--- src/hw/rtl/ut2fat_pkg.sv ---
// ----------------------------------------------------------------------------
// ut2fat_pkg
// Shared constants for the Unix time to FAT date/time converter.
// ----------------------------------------------------------------------------
package ut2fat_pkg;

  // Seconds per day is 128 * 675. The low 7 bits pass straight through and
  // the rest is divided by 675 with a reciprocal.
  localparam int unsigned DayShift    = 7;
  localparam logic [9:0]  DAY_LOW     = 10'd675;
  localparam int unsigned DayRecipSh  = 35;
  localparam logic [25:0] DAY_RECIP   = 26'd50903316;   // floor(2^35 / 675)

  // Days from 1970-01-01 to 1980-01-01
  localparam logic [15:0] DAYS_TO_1980 = 16'd3652;

  // Four-year groups
  localparam logic [15:0] DAYS_PER_GROUP = 16'd1461;
  localparam int unsigned GrpRecipSh     = 26;
  localparam logic [15:0] GRP_RECIP      = 16'd45933;   // floor(2^26 / 1461)

  // Division by 60
  localparam logic [5:0]  SIXTY         = 6'd60;
  localparam int unsigned MinRecipSh    = 22;
  localparam logic [16:0] MIN_RECIP     = 17'd69905;    // floor(2^22 / 60)
  localparam int unsigned HourRecipSh   = 16;
  localparam logic [10:0] HOUR_RECIP    = 11'd1092;     // floor(2^16 / 60)

  localparam logic [8:0]  LEAP_YEAR_LEN = 9'd366;
  localparam logic [8:0]  YEAR_LEN      = 9'd365;
  localparam logic [8:0]  FEB_END       = 9'd59;

  // First day of each month in a leap year, counted from 0
  localparam logic [8:0] MONTH_START [12] = '{
    9'd0,   9'd31,  9'd60,  9'd91,  9'd121, 9'd152,
    9'd182, 9'd213, 9'd244, 9'd274, 9'd305, 9'd335
  };

endpackage

--- src/hw/rtl/unix_time_to_fat_datetime_unit.sv ---
// ----------------------------------------------------------------------------
// unix_time_to_fat_datetime_unit
// Converts a 32-bit Unix timestamp into packed FAT time and date words.
//
// Usage:
//   Input channel: in_valid_i / in_stall_o carry unix_seconds_i. An item is
//   taken at a rising edge with in_valid_i high and in_stall_o low.
//   Output channel: out_valid_o / out_stall_i carry fat_time_o, fat_date_o
//   and before_epoch_o. Timestamps before 1980-01-01 give before_epoch_o = 1
//   with both words zero.
//   Pipeline: six register stages between unix_seconds_i and the outputs.
//   Throughput: one item per cycle while the output does not stall. Each stage holds one item and
//   every constant division is a reciprocal multiply followed by a one-step
//   correction in the next stage, so no loop limits the rate.
//   Stall: a stalled result holds on the outputs. Earlier stages keep moving
//   into empty slots, so bubbles close up; in_stall_o rises only once every
//   stage is full behind a stalled result.
//   Reset: all stages are emptied; no result is pending after reset.
// ----------------------------------------------------------------------------
module unix_time_to_fat_datetime_unit (
  input  logic        clk_i,
  input  logic        rst_ni,
  input  logic        in_valid_i,
  output logic        in_stall_o,
  input  logic [31:0] unix_seconds_i,
  output logic        out_valid_o,
  input  logic        out_stall_i,
  output logic [15:0] fat_time_o,
  output logic [15:0] fat_date_o,
  output logic        before_epoch_o
);
  import ut2fat_pkg::*;

  localparam int unsigned NumStages = 6;   // A..E plus output stage

  // ---------------------------------------------------------------- flow
  logic [NumStages-1:0] valid_q, valid_d, adv;

  always_comb begin
    adv[NumStages-1] = !valid_q[NumStages-1] || !out_stall_i;
    for (int k = NumStages - 2; k >= 0; k--) begin
      adv[k] = !valid_q[k] || adv[k+1];
    end
    valid_d[0] = adv[0] ? in_valid_i : valid_q[0];
    for (int k = 1; k < NumStages; k++) begin
      valid_d[k] = adv[k] ? valid_q[k-1] : valid_q[k];
    end
  end

  always_ff @(posedge clk_i or negedge rst_ni) begin
    if (!rst_ni) begin
      valid_q <= '0;
    end else begin
      valid_q <= valid_d;
    end
  end

  assign in_stall_o  = !adv[0];
  assign out_valid_o = valid_q[NumStages-1];

  // ---------------------------------------------------------------- stage A
  // Estimate of days = (t >> 7) / 675, low by at most one.
  logic [50:0] a_prod;
  logic [31:0] sa_t_q;
  logic [15:0] sa_q0_q;

  assign a_prod = 51'(unix_seconds_i[31:DayShift]) * 51'(DAY_RECIP);

  always_ff @(posedge clk_i) begin
    if (adv[0]) begin
      sa_t_q  <= unix_seconds_i;
      sa_q0_q <= a_prod[DayRecipSh+15:DayRecipSh];
    end
  end

  // ---------------------------------------------------------------- stage B
  // Correct the day count, rebuild second of day, split off the 1980 offset.
  logic [25:0] b_prod;
  logic [24:0] b_rem_full;
  logic [10:0] b_rem;
  logic        b_corr;
  logic [10:0] b_rem_fix;
  logic [15:0] b_days;
  logic [16:0] sb_sod_q;
  logic [15:0] sb_d_q;
  logic        sb_before_q;

  always_comb begin
    b_prod     = 26'(sa_q0_q) * 26'(DAY_LOW);
    b_rem_full = sa_t_q[31:DayShift] - b_prod[24:0];
    b_rem      = b_rem_full[10:0];
    b_corr     = b_rem >= 11'(DAY_LOW);
    b_rem_fix  = b_corr ? (b_rem - 11'(DAY_LOW)) : b_rem;
    b_days     = sa_q0_q + 16'(b_corr);
  end

  always_ff @(posedge clk_i) begin
    if (adv[1]) begin
      sb_sod_q    <= {b_rem_fix[9:0], sa_t_q[DayShift-1:0]};
      sb_d_q      <= b_days - DAYS_TO_1980;
      sb_before_q <= b_days < DAYS_TO_1980;
    end
  end

  // ---------------------------------------------------------------- stage C
  // Estimates of minute of day and four-year group.
  logic [33:0] c_mprod;
  logic [31:0] c_gprod;
  logic [16:0] sc_sod_q;
  logic [15:0] sc_d_q;
  logic [10:0] sc_m0_q;
  logic [4:0]  sc_g0_q;
  logic        sc_before_q;

  assign c_mprod = 34'(sb_sod_q) * 34'(MIN_RECIP);
  assign c_gprod = 32'(sb_d_q) * 32'(GRP_RECIP);

  always_ff @(posedge clk_i) begin
    if (adv[2]) begin
      sc_sod_q    <= sb_sod_q;
      sc_d_q      <= sb_d_q;
      sc_m0_q     <= c_mprod[MinRecipSh+10:MinRecipSh];
      sc_g0_q     <= c_gprod[GrpRecipSh+4:GrpRecipSh];
      sc_before_q <= sb_before_q;
    end
  end

  // ---------------------------------------------------------------- stage D
  // Correct minute of day and group; remainders give second and day in group.
  logic [16:0] d_mprod, d_srem_full;
  logic [6:0]  d_srem;
  logic        d_scorr;
  logic [15:0] d_gprod, d_drem_full;
  logic [11:0] d_drem;
  logic        d_dcorr;
  logic [10:0] sd_m_q;
  logic [5:0]  sd_sec_q;
  logic [4:0]  sd_grp_q;
  logic [10:0] sd_doy_q;
  logic        sd_before_q;

  always_comb begin
    d_mprod     = 17'(sc_m0_q) * 17'(SIXTY);
    d_srem_full = sc_sod_q - d_mprod;
    d_srem      = d_srem_full[6:0];
    d_scorr     = d_srem >= 7'(SIXTY);
    d_gprod     = 16'(sc_g0_q) * DAYS_PER_GROUP;
    d_drem_full = sc_d_q - d_gprod;
    d_drem      = d_drem_full[11:0];
    d_dcorr     = d_drem >= 12'(DAYS_PER_GROUP);
  end

  always_ff @(posedge clk_i) begin
    if (adv[3]) begin
      sd_m_q      <= sc_m0_q + 11'(d_scorr);
      sd_sec_q    <= d_scorr ? 6'(d_srem - 7'(SIXTY)) : d_srem[5:0];
      sd_grp_q    <= sc_g0_q + 5'(d_dcorr);
      sd_doy_q    <= d_dcorr ? 11'(d_drem - 12'(DAYS_PER_GROUP)) : d_drem[10:0];
      sd_before_q <= sc_before_q;
    end
  end

  // ---------------------------------------------------------------- stage E
  // Hour estimate; year within group, day of year mapped onto leap calendar.
  logic [21:0] e_hprod;
  logic [10:0] e_rest;
  logic [8:0]  e_doy;
  logic [1:0]  e_yy;
  logic [6:0]  e_year;
  logic [10:0] se_m_q;
  logic [5:0]  se_sec_q;
  logic [5:0]  se_h0_q;
  logic [6:0]  se_year_q;
  logic [8:0]  se_doy_q;
  logic        se_before_q;

  assign e_hprod = 22'(sd_m_q) * 22'(HOUR_RECIP);

  always_comb begin
    e_rest = sd_doy_q - 11'(LEAP_YEAR_LEN);
    e_yy   = 2'd0;
    e_doy  = sd_doy_q[8:0];
    if (sd_doy_q >= 11'(LEAP_YEAR_LEN)) begin
      if (e_rest >= 11'(2 * YEAR_LEN)) begin
        e_yy  = 2'd2;
        e_doy = 9'(e_rest - 11'(2 * YEAR_LEN));
      end else if (e_rest >= 11'(YEAR_LEN)) begin
        e_yy  = 2'd1;
        e_doy = 9'(e_rest - 11'(YEAR_LEN));
      end else begin
        e_doy = e_rest[8:0];
      end
      e_year = {sd_grp_q, 2'b00} + 7'd1 + 7'(e_yy);
    end else begin
      e_year = {sd_grp_q, 2'b00};
    end
    // common year: skip the leap day
    if (e_year[1:0] != 2'b00 && e_doy >= FEB_END) begin
      e_doy = e_doy + 9'd1;
    end
  end

  always_ff @(posedge clk_i) begin
    if (adv[4]) begin
      se_m_q      <= sd_m_q;
      se_sec_q    <= sd_sec_q;
      se_h0_q     <= e_hprod[HourRecipSh+5:HourRecipSh];
      se_year_q   <= e_year;
      se_doy_q    <= e_doy;
      se_before_q <= sd_before_q;
    end
  end

  // ---------------------------------------------------------------- stage F
  // Hour correction, month lookup, packing.
  logic [10:0] f_hprod, f_mrem_full;
  logic [6:0]  f_mrem;
  logic        f_mcorr;
  logic [5:0]  f_min;
  logic [4:0]  f_hour;
  logic [3:0]  f_mo;
  logic [8:0]  f_day_full;
  logic [15:0] out_time_q, out_date_q;
  logic        out_before_q;

  always_comb begin
    f_hprod     = 11'(se_h0_q) * 11'(SIXTY);
    f_mrem_full = se_m_q - f_hprod;
    f_mrem      = f_mrem_full[6:0];
    f_mcorr     = f_mrem >= 7'(SIXTY);
    f_min       = f_mcorr ? 6'(f_mrem - 7'(SIXTY)) : f_mrem[5:0];
    f_hour      = 5'(se_h0_q) + 5'(f_mcorr);
    f_mo        = 4'd0;
    for (int k = 1; k < 12; k++) begin
      if (se_doy_q >= MONTH_START[k]) begin
        f_mo = 4'(k);
      end
    end
    f_day_full  = se_doy_q - MONTH_START[f_mo];
  end

  always_ff @(posedge clk_i) begin
    if (adv[5]) begin
      out_before_q <= se_before_q;
      if (se_before_q) begin
        out_time_q <= '0;
        out_date_q <= '0;
      end else begin
        out_time_q <= {f_hour, f_min, se_sec_q[5:1]};
        out_date_q <= {se_year_q, f_mo + 4'd1, f_day_full[4:0] + 5'd1};
      end
    end
  end

  assign fat_time_o     = out_time_q;
  assign fat_date_o     = out_date_q;
  assign before_epoch_o = out_before_q;

  // ---------------------------------------------------------------- checks
  // Input only stalls when every stage is full behind a stalled result.
  a_stall_full: assert property (@(posedge clk_i) disable iff (!rst_ni)
    in_stall_o |-> (&valid_q) && out_stall_i)
    else $error("input stalled with a free stage");

  // Rebuilt second of day stays below one day.
  a_sod_range: assert property (@(posedge clk_i) disable iff (!rst_ni)
    valid_q[1] |-> sb_sod_q < 17'd86400)
    else $error("second of day out of range");

  // Corrected group remainder lies within a group for valid timestamps.
  a_doy_range: assert property (@(posedge clk_i) disable iff (!rst_ni)
    valid_q[3] && !sd_before_q |-> sd_doy_q < 11'(DAYS_PER_GROUP))
    else $error("day in group out of range");

  // A valid result carries a month of 1 to 12, a nonzero day and a legal time of day.
  a_out_legal: assert property (@(posedge clk_i) disable iff (!rst_ni)
    out_valid_o && !before_epoch_o |->
      fat_date_o[8:5] != 4'd0 && fat_date_o[8:5] <= 4'd12 &&
      fat_date_o[4:0] != 5'd0 && fat_time_o[15:11] <= 5'd23 &&
      fat_time_o[10:5] <= 6'd59 && fat_time_o[4:0] <= 5'd29)
    else $error("illegal date or time in result");

  // Pre-1980 results carry zero words.
  a_before_zero: assert property (@(posedge clk_i) disable iff (!rst_ni)
    out_valid_o && before_epoch_o |-> fat_time_o == 16'd0 && fat_date_o == 16'd0)
    else $error("pre-1980 result not zero");

endmodule

--- config.mk ---
export PLATFORM = sky130hd
export DESIGN_NAME = unix_time_to_fat_datetime_unit
export DESIGN_NICKNAME = d
export VERILOG_FILES = /design/src/hw/rtl/ut2fat_pkg.sv /design/src/hw/rtl/unix_time_to_fat_datetime_unit.sv
export SDC_FILE = /design/constraint.sdc
export NUM_CORES = 1
export LEC_CHECK = 0
export CORE_MARGIN = 2
export CORE_UTILIZATION = 61
export CTS_CLUSTER_SIZE = 25
export DETAILED_ROUTE_END_ITERATION = 6
export DONT_BUFFER_PORTS = 1
export PLACE_DENSITY = 0.79
export SYNTH_ARGS = -nofsm -noshare
export SYNTH_HDL_FRONTEND = slang
export SYNTH_SLANG_ARGS = --single-unit
--- constraint.sdc ---
create_clock -name clk_i -period 7 [get_ports clk_i]
set_input_delay 0.7 -clock clk_i [delete_from_list [all_inputs] [get_ports clk_i]]
set_output_delay 0.7 -clock clk_i [all_outputs]
set_load 0.02 [all_outputs]
==> results of run 1 <==
[registers in the layout, summed over array words and instances, names as in the netlist, 5 cells and up]
name        flops
valid_q         6
sc_sod_q        7
se_sec_q        5
se_year_q       7
sb_d_q         16
sc_d_q         12
fat_time_o     16
sd_sec_q        5
sc_g0_q         5
sb_sod_q       17
sd_m_q         11
se_h0_q         5
sd_doy_q       11
sc_m0_q        11
sa_q0_q        16
se_m_q          7
fat_date_o     16
sa_t_q         18
sd_grp_q        5
se_doy_q        9
[cell usage in the layout (no fill, tap or decap), types with 51 or more instances in the layout]
master / netlist / routed
fa_1: 309 / 309
nand2_1: 73 / 73
o21ai_0: 52 / 51
a21oi_1: 94 / 94
ha_1: 661 / 660
xnor2_1: 123 / 122
nor2_1: 72 / 72
edfxtp_1: 204 / 204
a21o_1: 51 / 51
inv_1: 565 / 565
[worst reg2reg max path, stage by stage (launching register included)]
cell	delay (ps)
edfxtp_1	400
ha_2	410
xor2_2	180
fa_1	470
fa_1	530
fa_1	540
inv_1	40
ha_1	340
inv_1	150
nor4_1	70
a21oi_1	150
o311a_1	200
o311ai_1	150
a31o_2	320
ha_1	240
ha_1	220
and2_1	250
xnor2_2	190
nand3_1	180
o21ai_0	120
a21oi_1	200
o221ai_1	160
and3_1	240
nor4_4	340
a31oi_1	100
xor2_1	160
[metal layers]
| metal | track usage, % | vias up | part of all wire, % |
|---|---|---|---|
| met1 | 29.0 | 9116 | 41 |
| met5 | 0 | - | 0 |
| met4 | 7.12 | 0 | 3.1 |
| li1 | - | 9035 | - |
| met2 | 45.2 | 413 | 52 |
| met3 | 2.66 | 103 | 4.2 |
[logic make-up (layout without fill, tap and decap cells)]
group | after synthesis | after routing | synth area share (%)
xor gates and xnor gates | 171 | 171 | 5.26
muxes | 11 | 11 | 0.395
other | 0 | 1 | 0
AOI/OAI and AO/OA | 355 | 355 | 8.42
buffers and inverters | 597 | 631 | 7.87
DFF | 210 | 210 | 21.8
and+or+nand+nor | 348 | 348 | 6.12
adders and majority gates | 970 | 970 | 50.2
[stage by stage]
stage / area [um2] / setup WS, ps / cells / utilization [%] / hold slack [ps]
2_1_floorplan: 28800 / 496 / 2662 / - / 400
3_3_place_gp: 29500 / 299 / 3251 / 63.5 / 402
3_5_place_dp: 29500 / 119 / 3251 / 63.5 / 405
4_1_cts: 30300 / 74.5 / 3298 / 65.1 / 244
5_1_grt: 30400 / 30.8 / 3303 / 65.3 / 246
6_report: 30400 / 371 / 3304 / 65.3 / 268
[how the worst min path moves through the flow]
| stage | startpoint | to | slack (ps) | cells after the start |
|---|---|---|---|---|
| finish | unix_seconds_i[16] | sa_t_q[16] | 270 | 0 |
| global route | unix_seconds_i[17] | sa_t_q[17] | 250 | 0 |
| CTS | unix_seconds_i[7] | sa_t_q[7] | 240 | 0 |
| detailed placement | rst_ni | valid_q[5] | 400 | 0 |
| global placement | rst_ni | valid_q[5] | 400 | 0 |
| floorplan | rst_ni | valid_q[0] | 400 | 0 |
[timing repair]
item / 4_1_cts / 5_1_grt
setup endpoints to repair: 2 / 7
pin swaps: 0 / 2
buffers inserted: 0 / 5
resized for setup: 1 / 6
hold endpoints to repair: 6 / 0
hold buffers: 1 / 0
[cell type report]
type                            instances  share of cell area (%)
Multi-Input combinational cell       1855                    66.9
Sequential cell                       210                    20.7
Inverter                              565                    6.98
Tap cell                              607                    2.50
Clock buffer                           32                    2.18
Timing Repair Buffer                   20                   0.502
Clock inverter                         14                   0.309
Antenna cell                            1                 0.00824
==> run_results.csv, run 1 <==
group,metric,value,unit
critical_path,timing_worst_setup_path_type,"reg2reg",
yosys,synth-seq-area-share,21.8,%
drt,drcViolationCount,0,
critical_path,rrSetupSlack,370,ps
floorplan,coreArea,46600,um2
timing,fin_crit,6630,ps
yosys,syn_inst,2662,
outcome,status,"completed",
job,drv_cap,0,
yosys,ys_types,85,
floorplan,die_area,49000,um2
critical_path,slowest_delay,540,ps
critical_path,cp_max_fo,8,
drt,drt_iter0_drc,1068,
critical_path,crit_slowest_cell,"fa_1",
timing,maxSlewViolCount,0,
clock_tree,clk_pin_slew_worst_paths,60,ps
critical_path,worstSetupStartpoint,"sa_q0_q[2]",
yosys,yosysWarningCount,0,
drt,post_drt_wl_per_cell,17.3,um
yosys,synth_top_area_cell,"ha_1",
yosys,syn_avg_cell_area,10.8,um2
hold_path,min_path_type,"in2reg",
clock_tree,cts_tree,"built",
critical_path,rr_startpoint,"sa_q0_q[2]",
grt,grt_pass1_wl,97300,um
timing,skew,12.8,ps
placement,dp_hpwl,48100,um
clock_tree,cts_buffers,25,
clock_tree,clk_path_buf_depth,3,
grt,first_global_vias,20600,
drt,drt_first_pass_iters,5,
critical_path,path_buf_inv,2,
finish,layout.nets,3683,
critical_path,arrival,6880,ps
yosys,synth_common_cells,"ha_1, inv_1, fa_1, edfxtp_1, xnor2_1",
drt,ant_nets,0,
drt,routed_wl,57000,um
critical_path,reg2reg_to,"sb_d_q[13]",
timing,worst_pin_slew,1280,ps
critical_path,critical-path-top-delay-family,"adder cells",
timing,rsz0062_at_grt,"no",
finish,multi_input_area,20300,um2
floorplan,start_util,61.9,%
clock_tree,htreeDepth,1,
floorplan,rows,79,
floorplan,die_h,221,um
grt,grt_util_all_layers,24.1,%
timing,hold_viol,0,
critical_path,rr_worst_depth,25,
clock_tree,cts_root_buf,"clkbuf_16",
yosys,synth_edf_count,204,
yosys,synth_nets,3668,
finish,nFillCells,3424,
yosys,synth_area,28800,um2
critical_path,cp_data_required_time,7250,ps
floorplan,fp.dieW,221,um
finish,drive_above_1_share,3.49,%
grt,gr-total-overflow,0,
placement,place_congestion,0.928,
drt,routed-via-count,18700,
timing,final-setup-viol-count,0,
grt,grt_max_degree,37,
critical_path,end_kind,"flip-flop",
timing,timing.fmax,0.151,GHz
yosys,synth_top_area_share,28.7,%
yosys,synth-main-ff-cell,"edfxtp_1",
yosys,ys_ff_latch,210,
critical_path,crit_end,"sb_d_q[13]",
timing,max_slew_margin,14.6,%
clock_tree,worst_skew_pair.late_latency,530,ps
critical_path,crit_cells,25,
yosys,async_flop_share,2.86,%
timing,tns,0,ps
timing,period_share,94.7,%
finish,ff_latch_area,6280,um2
yosys,synth_most_common_cell,"ha_1",
drt,viasPerCell,5.65,
critical_path,start_kind,"flip-flop",
finish,syn2layout_area_growth,5.42,%
placement,port_buffers,0,
grt,antenna_found_initial,1,
clock_tree,clock_sinks,210,
yosys,netlist_top_cells_area,"ha_1, fa_1, edfxtp_1",
floorplan,num_io_pins,71,
Power of run 1 is left out: the tool's default activity adds up to more than one toggle a clock period on the data nets, which glitch-free logic cannot reach.
==> run 2: changes to the inputs <==
--- a/config.mk
+++ b/config.mk
@@ -6,11 +6,11 @@
 export NUM_CORES = 1
 export LEC_CHECK = 0
 export CORE_MARGIN = 2
-export CORE_UTILIZATION = 61
+export CORE_UTILIZATION = 47
 export CTS_CLUSTER_SIZE = 25
 export DETAILED_ROUTE_END_ITERATION = 6
 export DONT_BUFFER_PORTS = 1
-export PLACE_DENSITY = 0.79
+export PLACE_DENSITY = 0.63
 export SYNTH_ARGS = -nofsm -noshare
 export SYNTH_HDL_FRONTEND = slang
 export SYNTH_SLANG_ARGS = --single-unit
==> constraint.sdc (replaced) <==
create_clock -name clk_i -period 6 [get_ports clk_i]
set_input_delay 0.6 -clock clk_i [delete_from_list [all_inputs] [get_ports clk_i]]
set_output_delay 0.6 -clock clk_i [all_outputs]
set_load 0.02 [all_outputs]
==> run_results.csv, run 2 (synthesis gave the netlist of run 1 again) <==
group,metric,value,unit
outcome,status,"completed",
floorplan,start_util,47.7,%
floorplan,num_io_pins,71,
finish,antennaDiodeCount,0,
timing,worst_pin_slew,1070,ps
critical_path,cp_data_required_time,6280,ps
grt,first_global_vias,20200,
job,drv_cap,0,
timing,period_share,97.9,%
drt,drt_first_pass_iters,5,
clock_tree,worst_skew_pair.late_latency,550,ps
clock_tree,cts_buffers,26,
critical_path,arrival,6150,ps
critical_path,crit_end,"sb_d_q[14]",
grt,grt_util_all_layers,19.1,%
floorplan,coreArea,60500,um2
finish,layout.nets,3744,
grt,gr-total-overflow,0,
finish,syn2layout_area_growth,8.91,%
timing,max_slew_margin,28.6,%
finish,largest_reg_flops,18,
critical_path,reg2reg_to,"sb_d_q[14]",
timing,hold_viol,0,
placement,dp_hpwl,49600,um
placement,place_congestion,0.907,
placement,port_buffers,0,
clock_tree,clk_path_buf_depth,3,
finish,top_register,"sa_t_q",
drt,drt_iter0_drc,807,
clock_tree,cts_root_buf,"clkbuf_16",
critical_path,timing_worst_setup_path_type,"reg2reg",
finish,design_area,31400,um2
timing,maxSlewViolCount,0,
finish,reg_top3,"sa_t_q x18, sb_sod_q x17",
grt,grt_max_degree,37,
grt,grt_pass1_wl,98400,um
timing,final-setup-viol-count,0,
finish,layout_common_cells,"ha_1, inv_1, fa_1",
critical_path,worstSetupStartpoint,"sa_q0_q[2]",
placement,dpl.cell_count,3481,
clock_tree,clk_pin_slew_worst_paths,70,ps
timing,skew,22.2,ps
floorplan,fp.dieW,252,um
finish,drive_above_1_share,6.82,%
clock_tree,clock_sinks,210,
drt,routed_wl,58600,um
critical_path,rr_worst_depth,26,
finish,fin_cells,3540,
drt,post_drt_wl_per_cell,16.5,um
clock_tree,htreeDepth,1,
critical_path,rr_startpoint,"sa_q0_q[2]",
floorplan,die_h,252,um
grt,antenna_found_initial,1,
timing,timing.fmax,0.170,GHz
placement,dpl-instance-area,30200,um2
hold_path,min_path_type,"in2reg",
critical_path,rrSetupSlack,130,ps
drt,viasPerCell,5.30,
drt,ant_nets,0,
critical_path,start_kind,"flip-flop",
floorplan,die_area,63300,um2
floorplan,rows,90,
clock_tree,cts_tree,"built",
critical_path,end_kind,"flip-flop",
timing,fin_crit,5870,ps
critical_path,cp_max_fo,5,
drt,routed-via-count,18800,
drt,drcViolationCount,0,
finish,final_common_cell,"ha_1",
finish,nFillCells,5260,
[run 2: cell type report]
class	instances	area, um2	area share, %
inverter	565	2120	6.76
timing repair buffer	80	603	1.92
tap	782	978	3.12
sequential	210	6280	20.0
multi-input combinational	1855	20500	65.3
clock inverter	19	226	0.722
clock buffer	29	672	2.14
[run 2: what timing repair did]
item	4_1_cts	5_1_grt
pin swaps	1	12
gates resized for setup	7	21
endpoints found under the hold margin	6	0
setup endpoints to repair	3	14
setup buffers	1	9
hold buffers	1	0
[run 2: per-stage QoR]
| stage | hold slack, ps | utilization, % | setup WS [ps] | TNS, ps |
|---|---|---|---|---|
| floorplan | 304 | - | 1.07 | 0 |
| global placement | 305 | 50.0 | -254 | -1340 |
| global route | 117 | 51.9 | -34.2 | -66.2 |
| CTS | 109 | 51.6 | 1.16 | 0 |
| finish | 139 | 51.9 | 128 | 0 |
| detailed placement | 305 | 50.0 | -342 | -2570 |
[run 2: routing by layer]
layer	up-vias	track usage (%)	part of all wire, %
met4	2	4.42	2.1
met2	342	35.4	51
met3	83	2.29	3.5
li1	9151	-	-
met5	-	0	0.022
met1	9176	23.7	43
[run 2: critical path: stages, from the launching register on]
cell      delay, ps
edfxtp_1        480
ha_4            290
xor2_2          170
fa_1            510
fa_1            440
fa_1            560
inv_1            70
ha_4            260
inv_2            80
nor4_1           50
a21oi_1         140
o311a_1         210
o311ai_2        120
a31o_2          300
ha_4            180
ha_2            190
xnor2_2         150
ha_2            200
and3_1          140
a21oi_1         120
o21ai_0         100
o21a_1          220
a21o_1          220
nor3_2          100
buf_4           140
nor2_1           40
xnor2_1         120
[run 2: worst min-delay path by stage]
stage | startpoint | end | depth (start not counted) | slack (ps)
floorplan | rst_ni | valid_q[0] | 0 | 300
finish | unix_seconds_i[3] | sa_t_q[3] | 0 | 140
CTS | unix_seconds_i[3] | sa_t_q[3] | 0 | 110
detailed placement | rst_ni | valid_q[5] | 0 | 300
global placement | rst_ni | valid_q[5] | 0 | 300
global route | unix_seconds_i[3] | sa_t_q[3] | 0 | 120
Power of run 2 is left out for the same reason.
